===== src/design/gddrc_pkg.sv =====
// shared types and constants for the grid dda ray caster
package gddrc_pkg;

    localparam int MAP_COLS_DEF    = 32;
    localparam int MAP_ROWS_DEF    = 32;
    localparam int TILE_WIDTH_DEF  = 64;
    localparam int TILE_HEIGHT_DEF = 64;

    localparam logic [7:0]  WALL_CODE_RST = 8'd1;
    localparam logic [15:0] MAX_DIST_RST  = 16'd10000;

    localparam int LEN_W = 35;
    localparam int CRD_W = 20;

    localparam logic REQ_WRITE = 1'b0;
    localparam logic REQ_CAST  = 1'b1;

    localparam logic REG_WALL_CODE = 1'b0;
    localparam logic REG_MAX_DIST  = 1'b1;

    typedef struct packed {
        logic        start;
        logic        sqrt;
        logic [31:0] dvd;
        logic [15:0] dvs;
    } t_du_req;

endpackage


===== src/design/gddrc_mul.sv =====
// shared registered multiplier
module gddrc_mul import gddrc_pkg::*; (
    input  logic        i_clk,
    input  logic [16:0] i_a,
    input  logic [31:0] i_b,
    output logic [48:0] o_p
);

    logic [48:0] r_p;

    always_ff @(posedge i_clk) begin
        r_p <= 49'(i_a) * 49'(i_b);
    end

    assign o_p = r_p;

endmodule


===== config.mk =====
export PLATFORM = sky130hd
export DESIGN_NAME = gddrc_mul
export DESIGN_NICKNAME = d
export VERILOG_FILES = /design/src/design/gddrc_pkg.sv /design/src/design/gddrc_mul.sv
export SDC_FILE = /design/constraint.sdc
export NUM_CORES = 1
export LEC_CHECK = 0
export BUFFER_PORTS_ARGS = -buffer_cell sky130_fd_sc_hd__buf_4
export CELL_PAD_IN_SITES_DETAIL_PLACEMENT = 1
export CELL_PAD_IN_SITES_GLOBAL_PLACEMENT = 1
export CORE_UTILIZATION = 54
export CTS_BUF_LIST = sky130_fd_sc_hd__clkbuf_8
export CTS_CLUSTER_SIZE = 40
export DETAILED_ROUTE_END_ITERATION = 10
export PLACE_DENSITY = 0.91
export REMOVE_ABC_BUFFERS = 1
export SYNTH_ARGS = -nofsm -noshare
export SYNTH_HDL_FRONTEND = slang
export SYNTH_SLANG_ARGS = --single-unit

===== constraint.sdc =====
create_clock -name i_clk -period 8.8 [get_ports i_clk]
set_input_delay 0 -clock i_clk [delete_from_list [all_inputs] [get_ports i_clk]]
set_output_delay 0 -clock i_clk [all_outputs]
set_load 0.02 [all_outputs]

---- Word level (Yosys, flattened, before mapping) ----
Cells that the tools add are included.
storage, ports and cells
  bits in latches ......................... 0
  register bits ........................... 49
  output and inout bits ................... 49
  memory bits (writable) .................. 0
  ROM bits ................................ 0
  memories kept ........................... 0
  logic and storage cells ................. 2
cells by class
  multiply operators ...................... 1
  reductions and logical operators ........ 0
  muxes and demuxes ....................... 0
  $add $sub $neg .......................... 0
  equal/unequal tests ..................... 0
  order comparisons ....................... 0
  shifts and indexed selects .............. 0
  div/mod/pow operators ................... 0
  bitwise gates (word level) .............. 0
operator list
  kind                                            count
  17-bit by 32-bit multiplier with 49-bit output  1

---- Longest topological paths before layout ----
  word-level depth ........................ 1
  mapped depth ............................ 24
  gate-level depth less buffers ........... 22

---- Worst setup path after synthesis ----
Ideal clock, no wire load.
  path type ............................... in2reg
  from .................................... input port i_b[29]
  to ...................................... register r_p[47], in the netlist o_p[47]
  setup slack ............................. 3.160 ns
  stages .................................. 22
  required time ........................... 8.669 ns
  buffers on the path ..................... 2
  library setup time ...................... 0.131 ns
  arrival time ............................ 5.509 ns
  cells stage by stage .................... clkbuf_1 clkbuf_1 nand2_1 fa_1 inv_1 fa_1 inv_1 fa_1 inv_1 fa_1 fa_1 inv_1 fa_1 inv_1 ha_1 a21o_1 a21o_1 a221o_1 a41o_1 a21oi_2 o31ai_1 xor2_1
between the ends
  longest elaborated chain between the ends .. 1
ends and longest elaborated chain
  what                                            RTL line         text
  start: declaration                              gddrc_mul.sv:5   input logic [31:0] i_b,
  17-bit by 32-bit multiplier with 49-bit output  gddrc_mul.sv:12  r_p <= 49'(i_a) * 49'(i_b);
  end signal: assignment                          gddrc_mul.sv:12
  end: declaration                                gddrc_mul.sv:9   logic [48:0] r_p;
Every way passes these cells.

---- Worst setup path in the final report ----
  from .................................... input port i_a[5]
  to ...................................... register r_p[46], in the netlist o_p[46]
between the ends
  longest elaborated chain between the ends .. 1
ends and longest elaborated chain
  what                                            RTL line         text
  start: declaration                              gddrc_mul.sv:4   input logic [16:0] i_a,
  17-bit by 32-bit multiplier with 49-bit output  gddrc_mul.sv:12
Every way passes these cells.

==> impl_metrics.json <==
{
  "status": "complete, no violations",
  "drc": 0,
  "finalSetupViolCount": 0,
  "max_slew_margin_pct": 64.35,
  "grt_pass1_vias": 17620,
  "via_per_inst": 5.754,
  "hold_violations": 0,
  "synth_cells": 2061,
  "ys_warn_count": 0,
  "final_common_cell": "inv_1",
  "crit_type": "primary input to flop",
  "hp-class": "primary input to flop",
  "syn_to_final_growth_pct": 5.922,
  "largest_reg_flops": 49,
  "die-area_mm2": 0.03454,
  "crit_start": "i_a[5]",
  "final_cell_mix": "inv_1 (518), fa_1 (449), nand2_1 (359), and2_1 (216), ha_1 (123)",
  "wirelength_mm": 59.36,
  "cts_buffers": 5,
  "min_period_over_period_pct": 68.79,
  "synthArstFlopShare_pct": 0,
  "netlist-cell-type-count": 59,
  "cts_hold_buf": 0,
  "htree_levels": 2,
  "holdPathEnd": "o_p[0]$_DFF_P_",
  "synth_seq_cells": 49,
  "grt_pass1_wl_mm": 93.59,
  "max_freq_ghz": 0.1652,
  "synth-edff-count": 0,
  "setup_tns_ns": 0,
  "start_util_pct": 55.54,
  "end_kind": "flop",
  "postCtsResizedCells": 0,
  "drtIter0Drc": 836,
  "clk_path_buf_depth": 2,
  "gp_congestion": 0.9082,
  "antenna_found_initial": 2,
  "ys_seq_area_share_pct": 5.374,
  "core_mm2": 0.03287,
  "hold_depth": 2,
  "antenna_cells": 0,
  "clkSinkCount": 49,
  "worstPathRequired_ns": 9.04,
  "ant_nets": 0,
  "io_pins": 99,
  "worstMarginPinSlew_ns": 0.5292,
  "grt-ovfl-total": 0,
  "nNetsFinal": 2696,
  "start_kind": "primary input",
  "worstPathMaxFanout": 32,
  "dieWidth_um": 185.9,
  "port_buffers": 98,
  "maxSlewViolCount": 0,
  "cts_tree": "done",
  "drive_gt1_share_pct": 6.024,
  "dp_hpwl_mm": 47.47,
  "via_count": 14480,
  "fin_crit_ns": 6.053,
  "ys.flop_type": "dfxtp_1",
  "die_h_um": 185.9,
  "hold_start": "i_b[0]",
  "avgSynthCellArea_um2": 8.856,
  "cts.reportedPaths.clkPinSlew_ns": 0.11,
  "firstDrtPassIters": 5,
  "post_drt_wl_per_cell_um": 23.58,
  "rsz0062_at_grt": "false",
  "post_cts_buffers": 0,
  "cp.arrival_ns": 6.30,
  "grt_max_degree": 33,
  "root_buffer": "clkbuf_8",
  "grt.total_usage_pct": 36.77,
  "final_core_util_pct": 58.82,
  "maxCapViolCount": 0,
  "syn_area_mm2": 0.01825,
  "rows": 66
}
[worst max path at each step]
stage	cells past startpoint	slack, ns	endpoint
2_1_floorplan	20	3.43	o_p[44]$_DFF_P_
3_3_place_gp	22	2.68	o_p[46]$_DFF_P_
3_5_place_dp	20	2.45	o_p[46]$_DFF_P_
4_1_cts	20	2.81	o_p[46]$_DFF_P_
5_1_grt	20	2.56	o_p[46]$_DFF_P_
6_report	21	2.75	o_p[46]$_DFF_P_
[synthesized netlist by cell type, types with 3 or more instances]
library cell | instances | area share [%]
nand4_1 | 4 | 0.14
nor2b_1 | 4 | 0.14
nor3_1 | 10 | 0.27
nand2_1 | 359 | 7.4
ha_1 | 123 | 8.4
o21bai_1 | 4 | 0.16
dfxtp_1 | 49 | 5.4
xnor2_1 | 30 | 1.4
a21oi_1 | 49 | 1.3
inv_1 | 518 | 11
or3_1 | 3 | 0.10
fa_1 | 449 | 49
a211oi_1 | 3 | 0.12
a31oi_1 | 6 | 0.21
clkbuf_1 | 92 | 1.9
and2_1 | 216 | 7.4
o211ai_1 | 7 | 0.29
nor2_1 | 21 | 0.43
nand3_1 | 10 | 0.27
o21ai_0 | 13 | 0.36
a211o_1 | 5 | 0.24
xor2_1 | 12 | 0.58
a221o_1 | 3 | 0.16
and3_1 | 3 | 0.10
a21o_1 | 19 | 0.78
o31a_1 | 3 | 0.14
nand2b_1 | 4 | 0.14
o31ai_1 | 3 | 0.12
[cell type report]
class / instances / area [um2]
Multi-Input combinational cell: 1401 / 14980
Fill cell: 3903 / 13530
Inverter: 519 / 1948
Sequential cell: 49 / 980.9
Timing Repair Buffer: 98 / 735.7
Tap cell: 442 / 553.0
Clock buffer: 5 / 68.82
Clock inverter: 3 / 68.82
[per-layer routing]
metal	GRT usage, %	share of wire, %
met5	0	0
met1	37.94	33
met2	67.96	53
met4	27.48	8.5
met3	4.520	5.1
[kinds of logic (layout without fill, tap and decap cells)]
kind of cell	after synthesis	after routing	share of synthesized area [%]
buffers and inverters	611	625	12.57
adders and majority gates	572	572	57.68
muxes	1	1	0.05484
DFF	49	49	5.374
AOI/OAI and AO/OA	143	143	5.518
and+or+nand+nor	643	643	16.79
xor gates and xnor gates	42	42	2.015
[worst max-delay path, stage by stage]
cell and delay (ns):
buf_4 0.23, and2_1 0.25, fa_1 0.63, inv_1 0.09, fa_1 0.44, fa_1 0.61
inv_1 0.07, fa_1 0.44, fa_1 0.53, inv_1 0.06, fa_1 0.49, inv_1 0.07
ha_1 0.43, and3_1 0.23, o211ai_1 0.10, a31o_1 0.24, a2111oi_2 0.51, o211ai_2 0.20
a2111oi_2 0.41, nor3_1 0.11, xnor2_1 0.14
[metrics by stage]
stage | std cells | area (um2) | hold slack (ns) | setup slack [ns]
finish | 2517 | 19330 | 0.08441 | 2.747
global route | 2517 | 19330 | 0.08675 | 2.557
floorplan | 1969 | 17910 | 0.1217 | 3.431
global placement | 2509 | 19200 | 0.4120 | 2.684
detailed placement | 2509 | 19200 | 0.4118 | 2.447
CTS | 2517 | 19330 | 0.08250 | 2.809
Power is left out: the tool's default activity adds up to more than one toggle a clock period on the data nets, which glitch-free logic cannot reach.
