## src/design/gddrc_pkg.sv

```systemverilog
// shared types and constants for the grid dda ray caster
package gddrc_pkg;

    localparam int MAP_COLS_DEF    = 32;
    localparam int MAP_ROWS_DEF    = 32;
    localparam int TILE_WIDTH_DEF  = 64;
    localparam int TILE_HEIGHT_DEF = 64;

    localparam logic [7:0]  WALL_CODE_RST = 8'd1;
    localparam logic [15:0] MAX_DIST_RST  = 16'd10000;

    localparam int LEN_W = 35;
    localparam int CRD_W = 20;

    localparam logic REQ_WRITE = 1'b0;
    localparam logic REQ_CAST  = 1'b1;

    localparam logic REG_WALL_CODE = 1'b0;
    localparam logic REG_MAX_DIST  = 1'b1;

    typedef struct packed {
        logic        start;
        logic        sqrt;
        logic [31:0] dvd;
        logic [15:0] dvs;
    } t_du_req;

endpackage

```

## src/design/gddrc_divsqrt.sv

```systemverilog
// shared radix-2 divider and square root unit, one result bit per cycle
module gddrc_divsqrt import gddrc_pkg::*; (
    input  logic        i_clk,
    input  logic        i_rst_n,
    input  t_du_req     i_req,
    output logic        o_done,
    output logic [30:0] o_quo
);

    logic        r_busy;
    logic        r_done;
    logic        r_sqrt;
    logic [4:0]  r_cnt;
    logic [31:0] r_dvd;
    logic [15:0] r_dvs;
    logic [30:0] r_quo;
    logic [19:0] r_rem;

    logic [19:0] shifted;
    logic [19:0] trial;
    logic        ge;

    always_comb begin
        shifted = r_sqrt ? {r_rem[17:0], r_dvd[31:30]} : {r_rem[18:0], r_dvd[31]};
        trial   = r_sqrt ? {2'b00, r_quo[15:0], 2'b01} : {4'b0000, r_dvs};
        ge      = shifted >= trial;
    end

    always_ff @(posedge i_clk) begin
        if (!i_rst_n) begin
            r_busy <= 1'b0;
            r_done <= 1'b0;
            r_cnt  <= 5'd0;
        end else begin
            r_done <= r_busy && (r_cnt == 5'd0);
            if (i_req.start) begin
                r_busy <= 1'b1;
                r_cnt  <= i_req.sqrt ? 5'd15 : 5'd30;
            end else if (r_busy) begin
                r_cnt <= r_cnt - 5'd1;
                if (r_cnt == 5'd0) begin
                    r_busy <= 1'b0;
                end
            end
        end
    end

    always_ff @(posedge i_clk) begin
        if (i_req.start) begin
            r_sqrt <= i_req.sqrt;
            r_dvs  <= i_req.dvs;
            r_dvd  <= i_req.sqrt ? i_req.dvd : {i_req.dvd[30:0], 1'b0};
            r_quo  <= '0;
            r_rem  <= '0;
        end else if (r_busy) begin
            r_rem <= ge ? (shifted - trial) : shifted;
            r_quo <= {r_quo[29:0], ge};
            r_dvd <= r_sqrt ? {r_dvd[29:0], 2'b00} : {r_dvd[30:0], 1'b0};
        end
    end

    assign o_done = r_done;
    assign o_quo  = r_quo;

endmodule

```

## config.mk

```make
export PLATFORM = sky130hd
export DESIGN_NAME = gddrc_divsqrt
export DESIGN_NICKNAME = d
export VERILOG_FILES = /design/src/design/gddrc_pkg.sv /design/src/design/gddrc_divsqrt.sv
export SDC_FILE = /design/constraint.sdc
export NUM_CORES = 1
export LEC_CHECK = 0
export ABC_CLOCK_PERIOD_IN_PS = 6700
export BUFFER_PORTS_ARGS = -buffer_cell sky130_fd_sc_hd__buf_2
export CAP_MARGIN = 15
export CORE_MARGIN = 4
export CORE_UTILIZATION = 63
export CTS_BUF_LIST = sky130_fd_sc_hd__clkbuf_16
export DETAILED_ROUTE_END_ITERATION = 10
export PLACE_DENSITY = 0.95
export SYNTH_ARGS = -nofsm -noshare
export SYNTH_HDL_FRONTEND = slang
export SYNTH_SLANG_ARGS = --single-unit
export TNS_END_PERCENT = 1
```

## constraint.sdc

```tcl
create_clock -name i_clk -period 6.7 [get_ports i_clk]
set_input_delay 1.675 -clock i_clk [delete_from_list [all_inputs] [get_ports i_clk]]
set_output_delay 1.675 -clock i_clk [all_outputs]
set_load 0.02 [all_outputs]
```

# After elaboration in Yosys (flattened, before gate mapping)
# Index checks and enable logic that the tools add are counted.
[word_totals] reg_bits=106 inputBits=52 output_inout_bits=32 word_cells=27
[op_classes] n_addsub=2 magnitude_cmp=1 n_mux=13 reduce_logical=3
[ops] cell="$mux W32" n=4
[ops] cell="$ge A20 B18 Y1" n=1
[ops] cell="$mux W20" n=1
[ops] cell="$mux W19" n=1
[ops] cell="$sub A19 B18 Y19" n=1
[ops] cell="$mux W18" n=1
[ops] cell="$mux W5" n=3
[ops] cell="$logic_not A5 Y1" n=1
[ops] cell="$sub A5 B1 Y5 const B" n=1
[ops] cell="$mux W1" n=3
[ops] cell="$reduce_bool A2 Y1" n=1
[ops] cell="$logic_and A1 B1 Y1" n=1

# Longest topological paths before layout
# Gate-level depths: netlist of the first run.
[depth] word_depth=4 depth_mapped=15 mapped_depth_nobuf=11

# Worst setup path before layout of the first run
# Ideal clock, no wire load.
[synth_path] path_type="reg2reg" from="register r_sqrt" to="register r_rem[18]" setup_time_ps=155 arrival_time_ps=3091 t_required_ps=6545 path_slack_ps=3454 stages_incl_launch_ff=15 path_buffers=3 period_less_slack_ps=3246 path_cell_list="edfxtp_1 clkbuf_1 clkbuf_1 buf_1 or2_2 ha_1 inv_1 fa_1 nand3_2 a211oi_1 a211oi_1 o21a_1 o211ai_2 xnor2_1 o22ai_1"
[synth_between] elab_chain_cells=3 elab_cells_between_ends=5 cone_classes="add/sub: 1; order compare: 1; mux: 3"
[synth_rtl] item="start: declaration" line="gddrc_divsqrt.sv:12" text="logic r_sqrt;"
[synth_rtl] item="start signal: assignment" line="gddrc_divsqrt.sv:50" text="r_sqrt <= i_req.sqrt;"
[synth_rtl] item="$mux W20 or $mux W18 (tied branches)" line="gddrc_divsqrt.sv:24, gddrc_divsqrt.sv:25"
[synth_rtl] item="$sub A19 B18 Y19 or $ge A20 B18 Y1 (tied branches)" line="gddrc_divsqrt.sv:56, gddrc_divsqrt.sv:26"
[synth_rtl] item="$mux W19 (*)" line="gddrc_divsqrt.sv:56" text="r_rem <= ge ? (shifted - trial) : shifted;"
[synth_rtl] item="end signal: assignment" line="gddrc_divsqrt.sv:56"
[synth_rtl] item="end: declaration" line="gddrc_divsqrt.sv:17" text="logic [19:0] r_rem;"
# Every way passes the cells marked *; elsewhere a longest branch is shown, timed or not.
# A chain may end at the register's enable or synchronous reset.

# Worst setup path in the final report of the first run
[layout_path] from="register r_sqrt" to="register r_rem[16]"
# Same word-level chain as after synthesis.

==> impl_metrics.yaml, run 1 <==
drt:
  vias: 4806
  drc: 0
  vias_per_cell: 6.09
  first_pass_iters: 5
  wl_per_cell_um: 16.3
  routed_wl_um: 12800
  antenna_left: 0
  drtIter0Drc: 340
finish:
  fin_nets: 728
  multi_input_area_sq_mm: 0.00328
  layout.cells.non_filler: 789
  n_antenna_cell: 0
  final.fill_count: 617
  area_growth_pct: 12.4
  seq_area_sq_mm: 0.00261
  drive_above_1_share: 0.208
  stdcell_area_sq_mm: 0.00685
setup_path:
  startpoint: "r_sqrt$_DFFE_PP_"
  crit_fanout: 100
  critPathCaptureType: "flip-flop"
  crit_required_ns: 6.99
  crit-reg2reg-capture: "r_rem[16]$_SDFFE_PP0P_"
  critPathLaunchType: "flip-flop"
  r2r_cells: 10
  arrival_ns: 4.07
  worstReg2RegStart: "r_sqrt$_DFFE_PP_"
  max_stage_delay_ns: 0.81
  crit_slowest_cell: "buf_4"
  crit_chain: "buf_4 > mux2_2 > ha_1 > nand3_1 > nor2_2 > o211ai_4 > o21ai_4 > nand4_1 > a21oi_1 > a21o_1"
  rrSetupSlack_ns: 2.92
  path_class: "reg2reg"
yosys:
  yosysMostFrequentCell: "mux2i_1"
  yosysTopAreaCellShare: 0.241
  postSynth.asyncResetShare: 0
  ys_types: 53
  ys.flop_type: "dfxtp_1"
  synth_area_leaders: "edfxtp_1 24%, dfxtp_1 19%, mux2i_1 14%"
  yosys-top-cells-count: "86 x mux2i_1, 57 x dfxtp_1, 53 x a21oi_1, 53 x nor2_1, 49 x edfxtp_1"
  yosysTopAreaCell: "edfxtp_1"
  syn_area_sq_mm: 0.00610
  synth_cells: 599
  ys_ff_latch: 106
  synth_edf_count: 49
  synth_fp_nets: 672
  yosysWarnings: 0
  synth.yosys.seq_area_share: 0.428
  syn_area_per_cell_sq_um: 10.2
clocking:
  numCtsBuffers: 9
  clk_pin_slew_ns: 0.07
  cts-root-buf: "clkbuf_16"
  post_cts.repair.setup_buffers: 0
  cts_tree: "built"
  h-tree-depth: 3
  cts_hold_buf: 0
  clockBufferDepth: 2
  clk_latency_ns: 0.35
  cts_resized: 0
  clock_sinks: 106
power:
  swShare: 0.407
  ir_drop_mv: 0.317
  power_frac_seq: 0.318
  cellInternalPower_mw: 1.53
  p_leak_nw: 2.83
  p_sw_mw: 1.05
  combinationalPowerShare: 0.480
  p_clk_frac: 0.202
  power.density_mw_per_mm2: 377
  fin_total_pwr_mw: 2.58
floorplanning:
  coreArea_sq_mm: 0.00933
  row_count: 35
  die_h_um: 106
  die_x_um: 106
  start_util: 0.654
  ios: 84
  die_area_sq_mm: 0.0113
placement:
  dp.cells: 772
  io_buffers: 83
  dp_hpwl_um: 8790
  gp_congestion: 1.01
  place_area_sq_mm: 0.00652
  post-place-ws_ns: 2.79
timing:
  final-hold-violation-count: 0
  maxSlewViolCount: 0
  period_needed_ns: 3.78
  worst_pin_slew_ns: 1.08
  fin_tns_setup_ns: 0
  rsz0062_at_grt: "no"
  setup_viol: 0
  slew_headroom: 0.278
  finalClockSkew_ns: 0.00742
  setup_slack_ns: 2.92
  timing.fmax_mhz: 264
  fin_crit_sh: 0.564
hold_path:
  whs_path_depth: 2
  holdPathEnd: "r_rem[2]$_SDFFE_PP0P_"
  min_path_type: "reg2reg"
  hp-start: "r_rem[2]$_SDFFE_PP0P_"
grt:
  grt_pass1_vias: 4579
  overflow: 0
  antenna_found_initial: 0
  grt_pass1_wl_um: 21500
  grt_use_total: 0.230
  grt_max_degree: 101
run_status:
  outcome: "complete, no violations"
flow_run:
  cap_violations: 0
[worst max-delay path: cells and delay by family, from the launching register on]
family	cells	cell delay, ns
mux	1	0.46
compound gates	4	1.02
simple gates	3	0.59
buf+inv	1	0.81
flops	1	0.32
fa+ha+maj	1	0.47
[state kept, by name (all words and copies together) (netlist names)]
signal	cells
r_rem	19
o_done	1
r_cnt	5
r_sqrt	1
r_dvs	16
o_quo	31
r_busy	1
r_dvd	32
[worst max-delay path by stage]
stage,endpoint,slack (ns),cells past startpoint
4_1_cts,r_rem[16]$_SDFFE_PP0P_,2.97,10
6_report,r_rem[16]$_SDFFE_PP0P_,2.92,10
3_5_place_dp,r_dvd[15]$_DFFE_PP_,2.79,3
5_1_grt,r_rem[16]$_SDFFE_PP0P_,2.65,10
2_1_floorplan,r_rem[18]$_SDFFE_PP0P_,3.45,14
3_3_place_gp,r_dvd[15]$_DFFE_PP_,2.89,3
[metal layers]
layer / routed length [um] / vias to the layer above / global-route usage
met5: 0 / - / 0
li1: - / 2338 / -
met1: 5540 / 2251 / 0.303
met4: 340 / 0 / 0.0916
met3: 773 / 36 / 0.0376
met2: 6180 / 181 / 0.380
[power groups by stage]
| stage | Combinational (mW) | Sequential, mW | Clock [mW] |
|---|---|---|---|
| finish | 1.24 | 0.820 | 0.521 |
| global route | 1.36 | 0.827 | 0.563 |
| global placement | 1.16 | 0.825 | 0 |
| floorplan | 1.02 | 0.814 | 0 |
| CTS | 1.22 | 0.818 | 0.529 |
| detailed placement | 1.20 | 0.830 | 0 |
[cell usage in the layout (no fill, tap or decap), drive strengths merged, types with 2 or more instances in the layout]
cell type	count
clkbuf	9
nand2	26
o31ai	4
xnor2	9
mux2i	86
inv	8
edfxtp	49
o211ai	4
dfxtp	57
mux2	18
o22ai	2
xor2	9
ha	20
nand4	6
o221ai	2
a31oi	2
and2	2
a22o	2
nor2b	33
a32oi	6
nor4	2
buf	87
a211oi	47
o21a	6
a21oi	53
nor3	5
nor2	55
o21ai	16
nand3	12
nand2b	7
clkinv	4
and3	3
[per-stage QoR]
stage | util | hold slack (ns)
floorplan | - | 0.435
global placement | 0.699 | 0.470
detailed placement | 0.699 | 0.481
CTS | 0.732 | 0.500
global route | 0.735 | 0.529
finish | 0.735 | 0.505
[area by class of cell]
| class | count | share of cell area |
|---|---|---|
| flip-flops and latches | 106 | 0.381 |
| clock inverters | 7 | 0.0122 |
| clock buffers | 9 | 0.0329 |
| repair buffers | 87 | 0.0683 |
| well taps | 129 | 0.0236 |
| inverters | 5 | 0.00274 |
| multi-input cells | 446 | 0.479 |
[kinds of logic after synthesis]
logic type,share of synthesized area
DFF,0.428
and+or+nand+nor,0.128
muxes,0.174
AOI/OAI and AO/OA,0.165
xor gates and xnor gates,0.0259
buffers and inverters,0.0332
adders and majority gates,0.0443
(Power assumes the default switching activity.)
==> inputs of run 2 (changes only) <==
- ABC_CLOCK_PERIOD_IN_PS: 6700 -> 3200
- CORE_UTILIZATION: 63 -> 53
- PLACE_DENSITY: 0.95 -> 0.89
- clock period: 6.7 -> 3.2 ns (I/O delays scaled with it)
==> run 2 against run 1 <==
Net effect: sequential power increased by 110%; largest cell class unchanged; sequential cell count unchanged; fmax increased by 25%; register-to-register slack got worse by 2.8 ns; core utilization decreased by 10 points; hold slack got worse by 0.012 ns; routed wire length increased by 5.9%; final area increased by 1.7%; highest routed layer unchanged; largest power group unchanged; count of clock-buffer cells in the layout increased by 2.
==> impl_metrics.yaml, run 2 (same netlist as run 1, synthesis figures left out) <==
finish:
  mostFrequentLayoutCell: "mux2i_1"
  drive_above_1_share: 0.218
  n_antenna_cell: 0
  multi_input_area_sq_mm: 0.00329
  layout.cells.most_common_list: "86 x mux2i_1, 82 x buf_2, 56 x dfxtp_1"
  largest_reg_flops: 32
  area_growth_pct: 14.3
  layout.cells.non_filler: 811
  seq_area_sq_mm: 0.00261
  final.fill_count: 876
  top_register: "r_dvd"
  fin_nets: 739
floorplanning:
  die_h_um: 115
  ios: 84
  die_x_um: 115
  row_count: 38
  die_area_sq_mm: 0.0133
  start_util: 0.553
  coreArea_sq_mm: 0.0110
grt:
  antenna_found_initial: 0
  grt_busiest_layer: "met2"
  grt_use_met2: 0.341
  overflow: 0
  grt_use_total: 0.206
  grt_pass1_wl_um: 22200
  grt_use_met1: 0.270
  grtUsageMet3: 0.0421
  grt_pass1_vias: 4666
  grt_max_degree: 67
placement:
  dp.cells: 792
  gp_congestion: 0.996
  io_buffers: 83
  dp_hpwl_um: 9700
timing:
  worst_pin_slew_ns: 0.873
  maxSlewViolCount: 0
  finalClockSkew_ns: 0.0105
  fin_tns_setup_ns: 0
  rsz0062_at_grt: "no"
  timing.fmax_mhz: 329
  fin_crit_sh: 0.949
  setup_viol: 0
  slew_headroom: 0.417
  period_needed_ns: 3.04
  holdWs_ns: 0.494
  final-hold-violation-count: 0
setup_path:
  critPathLaunchType: "flip-flop"
  crit_required_ns: 3.43
  path_class: "reg2reg"
  arrival_ns: 3.27
  critPathCaptureType: "flip-flop"
  crit_fanout: 40
power:
  fin_total_pwr_mw: 5.67
  cellInternalPower_mw: 3.47
  p_leak_nw: 2.90
  combinationalPowerShare: 0.500
  p_sw_mw: 2.21
  p_clk_frac: 0.195
  ir_drop_mv: 0.497
  power_frac_seq: 0.305
  power.density_mw_per_mm2: 814
  swShare: 0.389
run_status:
  outcome: "complete, no violations"
drt:
  vias_per_cell: 5.96
  antenna_left: 0
  routed_wl_um: 13600
  drc: 0
  drtIter0Drc: 309
  first_pass_iters: 4
  vias: 4831
  wl_per_cell_um: 16.8
clocking:
  clock_sinks: 106
  cts-root-buf: "clkbuf_16"
  clk_pin_slew_ns: 0.07
  clk_latency_ns: 0.35
  clockBufferDepth: 2
  cts_tree: "built"
  h-tree-depth: 3
  cts_hold_buf: 0
  numCtsBuffers: 9
flow_run:
  cap_violations: 0
hold_path:
  min_path_type: "reg2reg"
-- run 2: changes by cell type in the layout (fill, tap and decap cells not counted), moves of 2 or more --
cell,previous run,this run
buf_12,0,3
buf_4,4,13
clkbuf_16,9,11
clkinv_8,3,0
inv_1,5,7
inv_6,3,0
-- run 2: worst max-delay path, stage by stage, from the launching register on --
cell and delay (ns):
edfxtp_1 0.39, buf_12 0.25, mux2_2 0.39, ha_1 0.39, a211oi_2 0.33, o21bai_4 0.14, nor4_4 0.38, o21ai_4 0.12
buf_12 0.17, buf_4 0.15, a211oi_2 0.14, nor3_1 0.07
-- run 2: power groups by stage --
stage / clock (mW) / sequential, mW / combinational, mW
3_5_place_dp: 0 / 1.75 / 2.57
6_report: 1.10 / 1.73 / 2.84
4_1_cts: 1.13 / 1.72 / 2.58
5_1_grt: 1.17 / 1.74 / 3.10
2_1_floorplan: 0 / 1.70 / 2.14
3_3_place_gp: 0 / 1.74 / 2.50
-- run 2: through the flow --
step / area, sq um / worst slack (ns) / util
2_1_floorplan: 6100 / 0.0933 / -
3_3_place_gp: 6620 / 0.209 / 0.600
3_5_place_dp: 6620 / 0.135 / 0.600
4_1_cts: 6930 / 0.112 / 0.628
5_1_grt: 6970 / 0.0376 / 0.632
6_report: 6970 / 0.165 / 0.632
-- run 2: routing by layer --
metal	share of wire	vias to the layer above
met5	0	-
met4	0.016	0
met3	0.060	21
met2	0.47	161
met1	0.45	2284
li1	-	2365
-- run 2: final timing paths --
check                        start                     end  slack, ns  cells after the start
max               r_sqrt$_DFFE_PP_  r_rem[15]$_SDFFE_PP0P_       0.16                     11
min          r_rem[4]$_SDFFE_PP0P_   r_rem[4]$_SDFFE_PP0P_       0.49                      2
max reg2reg       r_sqrt$_DFFE_PP_  r_rem[15]$_SDFFE_PP0P_       0.16                     11
min reg2reg  r_rem[4]$_SDFFE_PP0P_   r_rem[4]$_SDFFE_PP0P_       0.49                      2
-- run 2: area by class of cell --
class	instances	share of cell area
clock inverters	5	0.00395
clock buffers	11	0.0395
multi-input cells	446	0.472
well taps	140	0.0251
repair buffers	98	0.0815
inverters	5	0.00269
flip-flops and latches	106	0.375
-- run 2: repair_timing --
| action | in CTS | in global routing |
|---|---|---|
| resized for setup | 0 | 1 |
| setup buffers | 0 | 3 |
| endpoints found under the setup margin | 0 | 5 |
